[src/rtl/sstl_pkg.sv]
package sstl_pkg;

  localparam int unsigned MAX_ENTRIES_DEF = 1024;
  localparam int unsigned SAMPLE_W        = 32;
  localparam int unsigned OUT_TDATA_W     = 8;

  localparam logic OP_APPEND = 1'b0;
  localparam logic OP_QUERY  = 1'b1;

  typedef enum logic [1:0] {
    SEL_HOLD,
    SEL_CURSOR,
    SEL_ZERO,
    SEL_NEXT
  } idx_sel_t;

  typedef struct packed {
    logic     append;
    logic     capture;
    idx_sel_t sel;
    logic     hit;
    logic     finish;
    logic     finish_sync;
    logic     finish_full;
    logic     push_held;
  } cmd_t;

  typedef struct packed {
    logic full;
    logic trivial;
    logic start_ok;
    logic eq;
    logic gt;
    logic last;
    logic out_free;
  } stat_t;

endpackage

[src/rtl/sstl_ctrl.sv]
module sstl_ctrl (
  input  logic           clk,
  input  logic           rst_n,
  input  logic           in_tvalid,
  input  logic           in_op,
  input  sstl_pkg::stat_t stat,
  output logic           in_tready,
  output sstl_pkg::cmd_t cmd
);

  typedef enum logic [1:0] {
    ST_IDLE,
    ST_CUR,
    ST_SCAN,
    ST_HOLD
  } state_t;

  state_t state_r;
  state_t state_nxt;
  logic   step_done;
  logic   step_sync;

  assign in_tready = (state_r == ST_IDLE);

  always_comb begin
    step_done = stat.eq || stat.gt || stat.last;
    step_sync = stat.eq;
    cmd       = '0;
    cmd.sel   = sstl_pkg::SEL_HOLD;
    state_nxt = state_r;
    unique case (state_r)
      ST_IDLE: begin
        if (in_tvalid) begin
          if (in_op == sstl_pkg::OP_APPEND) begin
            cmd.append      = 1'b1;
            cmd.finish      = 1'b1;
            cmd.finish_full = stat.full;
            state_nxt       = stat.out_free ? ST_IDLE : ST_HOLD;
          end else if (stat.trivial) begin
            cmd.finish = 1'b1;
            state_nxt  = stat.out_free ? ST_IDLE : ST_HOLD;
          end else begin
            cmd.capture = 1'b1;
            cmd.sel     = sstl_pkg::SEL_CURSOR;
            state_nxt   = ST_CUR;
          end
        end
      end
      ST_CUR, ST_SCAN: begin
        if (state_r == ST_CUR && !stat.start_ok) begin
          cmd.sel   = sstl_pkg::SEL_ZERO;
          state_nxt = ST_SCAN;
        end else if (step_done) begin
          cmd.hit         = step_sync;
          cmd.finish      = 1'b1;
          cmd.finish_sync = step_sync;
          state_nxt       = stat.out_free ? ST_IDLE : ST_HOLD;
        end else begin
          cmd.sel   = sstl_pkg::SEL_NEXT;
          state_nxt = ST_SCAN;
        end
      end
      ST_HOLD: begin
        if (stat.out_free) begin
          cmd.push_held = 1'b1;
          state_nxt     = ST_IDLE;
        end
      end
      default: state_nxt = ST_IDLE;
    endcase
  end

  always_ff @(posedge clk) begin
    if (!rst_n) begin
      state_r <= ST_IDLE;
    end else begin
      state_r <= state_nxt;
    end
  end

endmodule

[config.mk]
export PLATFORM = sky130hd
export DESIGN_NAME = sstl_ctrl
export DESIGN_NICKNAME = d
export VERILOG_FILES = /design/src/rtl/sstl_pkg.sv /design/src/rtl/sstl_ctrl.sv
export SDC_FILE = /design/constraint.sdc
export NUM_CORES = 1
export LEC_CHECK = 0
export BUFFER_PORTS_ARGS = -buffer_cell sky130_fd_sc_hd__buf_4
export CAP_MARGIN = 20
export CORE_AREA = 5 5 42 44
export DETAILED_ROUTE_END_ITERATION = 10
export DIE_AREA = 0 0 47 49
export HOLD_SLACK_MARGIN = 0.05
export PLACE_DENSITY_LB_ADDON = 0.12
export RECOVER_POWER = 25
export SLEW_MARGIN = 10
export SYNTH_ARGS = -nofsm -noshare
export SYNTH_HDL_FRONTEND = slang
export SYNTH_SLANG_ARGS = --single-unit
[constraint.sdc]
create_clock -name clk -period 2.15 [get_ports clk]
set_input_delay 0.215 -clock clk [delete_from_list [all_inputs] [get_ports clk]]
set_output_delay 0.215 -clock clk [all_outputs]
set_load 0.005 [all_outputs]
# == Word level (Yosys, flattened, before mapping) ==
# Index checks and enable logic that the tools add are counted.
# classes
n_eq_ne,5
muxes,29
n_reduce_logical,7
# op_table
operator,count
two-way mux 2 bit,10
two-way mux 3 bit,4
two-way mux 1 bit,11
one-hot mux 2 bit (3 select lines),1
== test 2 bit (second input constant),2
two-way mux 4 bit,1
!= test 2 bit (second input constant),2
one-hot mux 2 bit (2 select lines),1
== test 2 x 1 -> 1 bit (second input constant),1
logical NOT 2 bit,1
logical OR 1 bit,2
one-hot mux 1 bit (2 select lines),1
AND reduction 2 bit,1
OR reduction 2 bit,1
logical AND 1 bit,1
logical NOT 1 bit,1
# totals
register_bits,2
in_bits,11
output_inout_bits,10
word_cells,42

# == Longest topological paths before layout ==
# depth
ltp_word,5
mapped_depth,6
ltp_nobuf,5

# == Worst setup path after synthesis ==
# No wires, ideal clock.
# synth_path
path_type,reg-to-reg
start,reg state_r[0]
end,reg state_r[1]
setup_time_ps,122
arrival_time_ps,1255
required_ps,2028
setup_slack_ps,773
stages_incl_launch_ff,7
path_buffers,1
period_less_slack_ps,1377
cell_sequence,dfxtp_1 inv_1 ha_1 buf_4 nand2b_1 nand2_2 o311a_1
# synth_between
word_cells_on_any_way,11
cone_classes,eq/ne: 5; mux: 2; reduce/logical: 4
# synth_lines
element,line_no,rtl
from (decl),sstl_ctrl.sv:18,state_t state_r;
from (signal assigned),sstl_ctrl.sv:77,state_r <= state_nxt;
logical NOT 2 bit *,-,
named net in_tready,sstl_ctrl.sv:7,"output logic in_tready,"
!= test 2 bit (no line),-,
AND reduction 2 bit (no line),-,
# The timed path passes the listed nets; every way through them passes the cells marked *.
# A chain may end at the register's enable or synchronous reset.

==> impl_summary.txt <==
----------------------------------------------------
[Routing]
  Pre-antenna DRT Iters ... 2
  Vias per inst ... 4.413
  Total Routed Length ... 853 µm
  Antenna-violating nets left ... 0
  Drt initial violations ... 2
  Vias ... 353
  Routed wire length per instance ... 10.66 µm
  Detailed-route DRC error count ... 0

[CTS]
  Clock insertion delay at the later pin of the skew report ... 0.22 ns
  Clock tree from TritonCTS ... done
  Clk sinks ... 2
  Clock transition at the registers of the reported paths ... 0.03 ns
  Gates resized, CTS repair ... 0
  CTS H-tree depth ... 1
  Count of buffers added by post-CTS timing repair for setup ... 0
  Buffer cell driving the clock tree root ... sky130_fd_sc_hd__clkbuf_4
  Total of hold buffers inserted after clock tree synthesis ... 0
  Maximum buffer depth of the clock tree ... 2
  Number of buffers created by CTS ... 3

[Layout]
  Non-Filler Cell Area, Final ... 495.5 µm²
  Nets ... 80
  Largest registers ... state_r x2
  N_diodes ... 0
  Leading cell type in the layout, fill and taps excluded ... sky130_fd_sc_hd__buf_4
  Flip-flop count of the largest register, all copies and words added ... 2
  Most frequent cells in the layout ... 19 x sky130_fd_sc_hd__buf_4, 5 x sky130_fd_sc_hd__inv_1, 4 x sky130_fd_sc_hd__nand3_1, 4 x sky130_fd_sc_hd__nand2b_1, 4 x sky130_fd_sc_hd__a21oi_1
  Most flops, register ... state_r
  Area Growth Syn to Fin ... 54.09%
  Share of cells above drive strength 1 ... 42.19%

[Placed design]
  Final HPWL DP ... about 700 µm
  Place WS ... 0.6918 ns
  Port bufs ... 20
  Routability congestion estimate ... 0.6964
  Cell area after placement ... approximately 480 µm²

[STA]
  Relative slew slack ... 78.58%
  Final setup vio count ... 0
  Count of final hold-check violations ... 0
  Worst slew pin tran ... between 0.3 and 0.4 ns
  Max Fclk ... 606.1 MHz
  Clock Skews ... approximately 0.00021 ns
  Setup Total Neg Slack ... 0 ns
  Final-report max-slew violation count ... 0
  Clock period minus final worst setup slack ... 1.650 ns
  Setup repair after global routing missed its margin ... no
  Final Worst Setup Slack ... 0.5000 ns
  Period Utilization, post-route ... 76.74%

[Worst setup path]
  Crit. Startpoint ... state_r[0]
  Crit path max-delay family ... adder cells
  Biggest fanout along the worst timing path ... 10
  Crit path max-delay cell type ... sky130_fd_sc_hd__ha_1
  Register-to-register path setup slack ... 0.72 ns
  Largest stage delay on the critical path ... 0.35 ns
  Logic depth of the worst setup path including buffers ... 6
  Critical path, cell by cell ... inv_1 > ha_1 > nand2_1 > nor2_1 > and2_1 > buf_4
  Startpoint type of the worst setup path ... flip-flop
  Data arrival time at the worst-slack endpoint ... 1.43 ns
  Start of the worst register-to-register path ... state_r[0]
  Number of cells on the worst reg-to-reg path ... 5
  Combined buffer and inverter count along the critical path ... 2
  CP Data Required Time ... 1.93 ns
  CP endpoint kind ... output port
  Worst setup path class ... reg -> out

[Run status]
  Outcome ... finished, final reports clean

[Yosys]
  Number of library cell types mapped by synthesis ... 23
  Top cell type by total area after synthesis ... sky130_fd_sc_hd__dfxtp_1
  Synth top area share ... 12.45%
  Post-synthesis sequential element count ... 2
  Proportion of synthesized chip area in sequential cells ... 12.45%
  Synthesized area ... 321.6 µm²
  Synth area leaders ... sky130_fd_sc_hd__dfxtp_1 12%, sky130_fd_sc_hd__ha_1 12%, sky130_fd_sc_hd__nand2b_1 7.8%, sky130_fd_sc_hd__a21oi_1 6.2%, sky130_fd_sc_hd__nand3_1 6.2%
  Cell count after synthesis ... 43
  Synth warn ... 0
  Synthesized area divided by synthesized cell count ... 7.478 µm²
  Post-Syn Nets ... 57

[GRT]
  Final global-route overflow total ... 0
  Initial antenna violation count ... 0
  Number of global-route vias before repair ... 369
  First-pass GRT wire length ... 1407 µm
  Pin count of the biggest net entering global routing ... 11
  Global-route total usage across every layer ... 8.211%

[Die]
  Vertical die dimension ... roughly 50 µm
  Number of rows in the core area ... 14
  Die Width ... ~47 µm
  Top-Level Pins ... 21
  Die outline area ... 2303 µm²
  Area inside the core boundary ... 1401 µm²
  Starting utilization of the core area ... between 20 and 25%

[Min path]
  Number of instances on the worst hold path ... 2
  Launch instance of the worst min-delay path ... rst_n
  Worst min-delay path category ... in -> reg

[Pwr]
  Worst ir drop on vdd ... 0.1961 mV
  Static Leak ... 0.2521 nW
  Power per standard cell area ... just over 800 nW/µm²

[Job]
  Number of maximum-capacitance violations ... 0

----------------------------------------------------
## where the power goes
part	switching [mW]	internal (mW)
clock	0.0226	0.0617
sequential	0.00940	0.0483
combinational	0.128	0.132
total	0.160	0.242
## cell families after synthesis
kind of cell,count (synthesis),synth area share (%)
and+or+nand+nor,21,40.08
AOI/OAI and AO/OA,10,25.29
buffers and inverters,7,10.51
adders and majority gates,3,11.67
DFF,2,12.45
## routing by layer
| metal | GRT usage, % | vias up | share of wire [%] |
|---|---|---|---|
| li1 | - | 191 | - |
| met2 | 11.54 | 10 | 51 |
| met4 | 6.912 | 0 | 0 |
| met1 | 10.43 | 152 | 43 |
| met3 | 1.107 | 0 | 6.6 |
| met5 | 0 | - | 0 |
## through the flow
step | power (mW) | utilization (%) | cells | hold WS [ns]
after detailed placement | 0.3300 | 34.02 | 77 | 0.4829
after global placement | 0.3324 | 34.02 | 77 | 0.4685
after global routing | 0.4470 | 35.36 | 80 | 0.2488
after CTS | 0.4217 | 35.63 | 80 | 0.2367
after floorplan | 0.2377 | - | 43 | 0.3462
final | 0.4016 | 35.36 | 80 | 0.2505
## Yosys cell counts (all sizes together)
cell type and number:
inv 5, nand2b 5, a21oi 4, nand3 4, ha 3, nand2 3, and2 2, buf 2
dfxtp 2, nor2 2, a2111oi 1, a211oi 1, a21o 1, a311oi 1, and3 1, nor2b 1
nor3 1, o22ai 1, o311a 1, or2b 1, or3 1
## path summary, 6_finish.rpt
check                     to
setup / recovery      cmd[1]
hold / removal    state_r[1]
setup reg to reg  state_r[0]
hold reg to reg   state_r[0]
## area by class of cell
cell class                      instances  area, µm²
Clock buffer                            3      22.52
Sequential cell                         2      40.04
Tap cell                               16      20.02
Timing Repair Buffer                   20      146.4
Inverter                                5      18.77
Multi-Input combinational cell         34      247.7
Fill cell                             159      905.9
(Power assumes the default switching activity.)
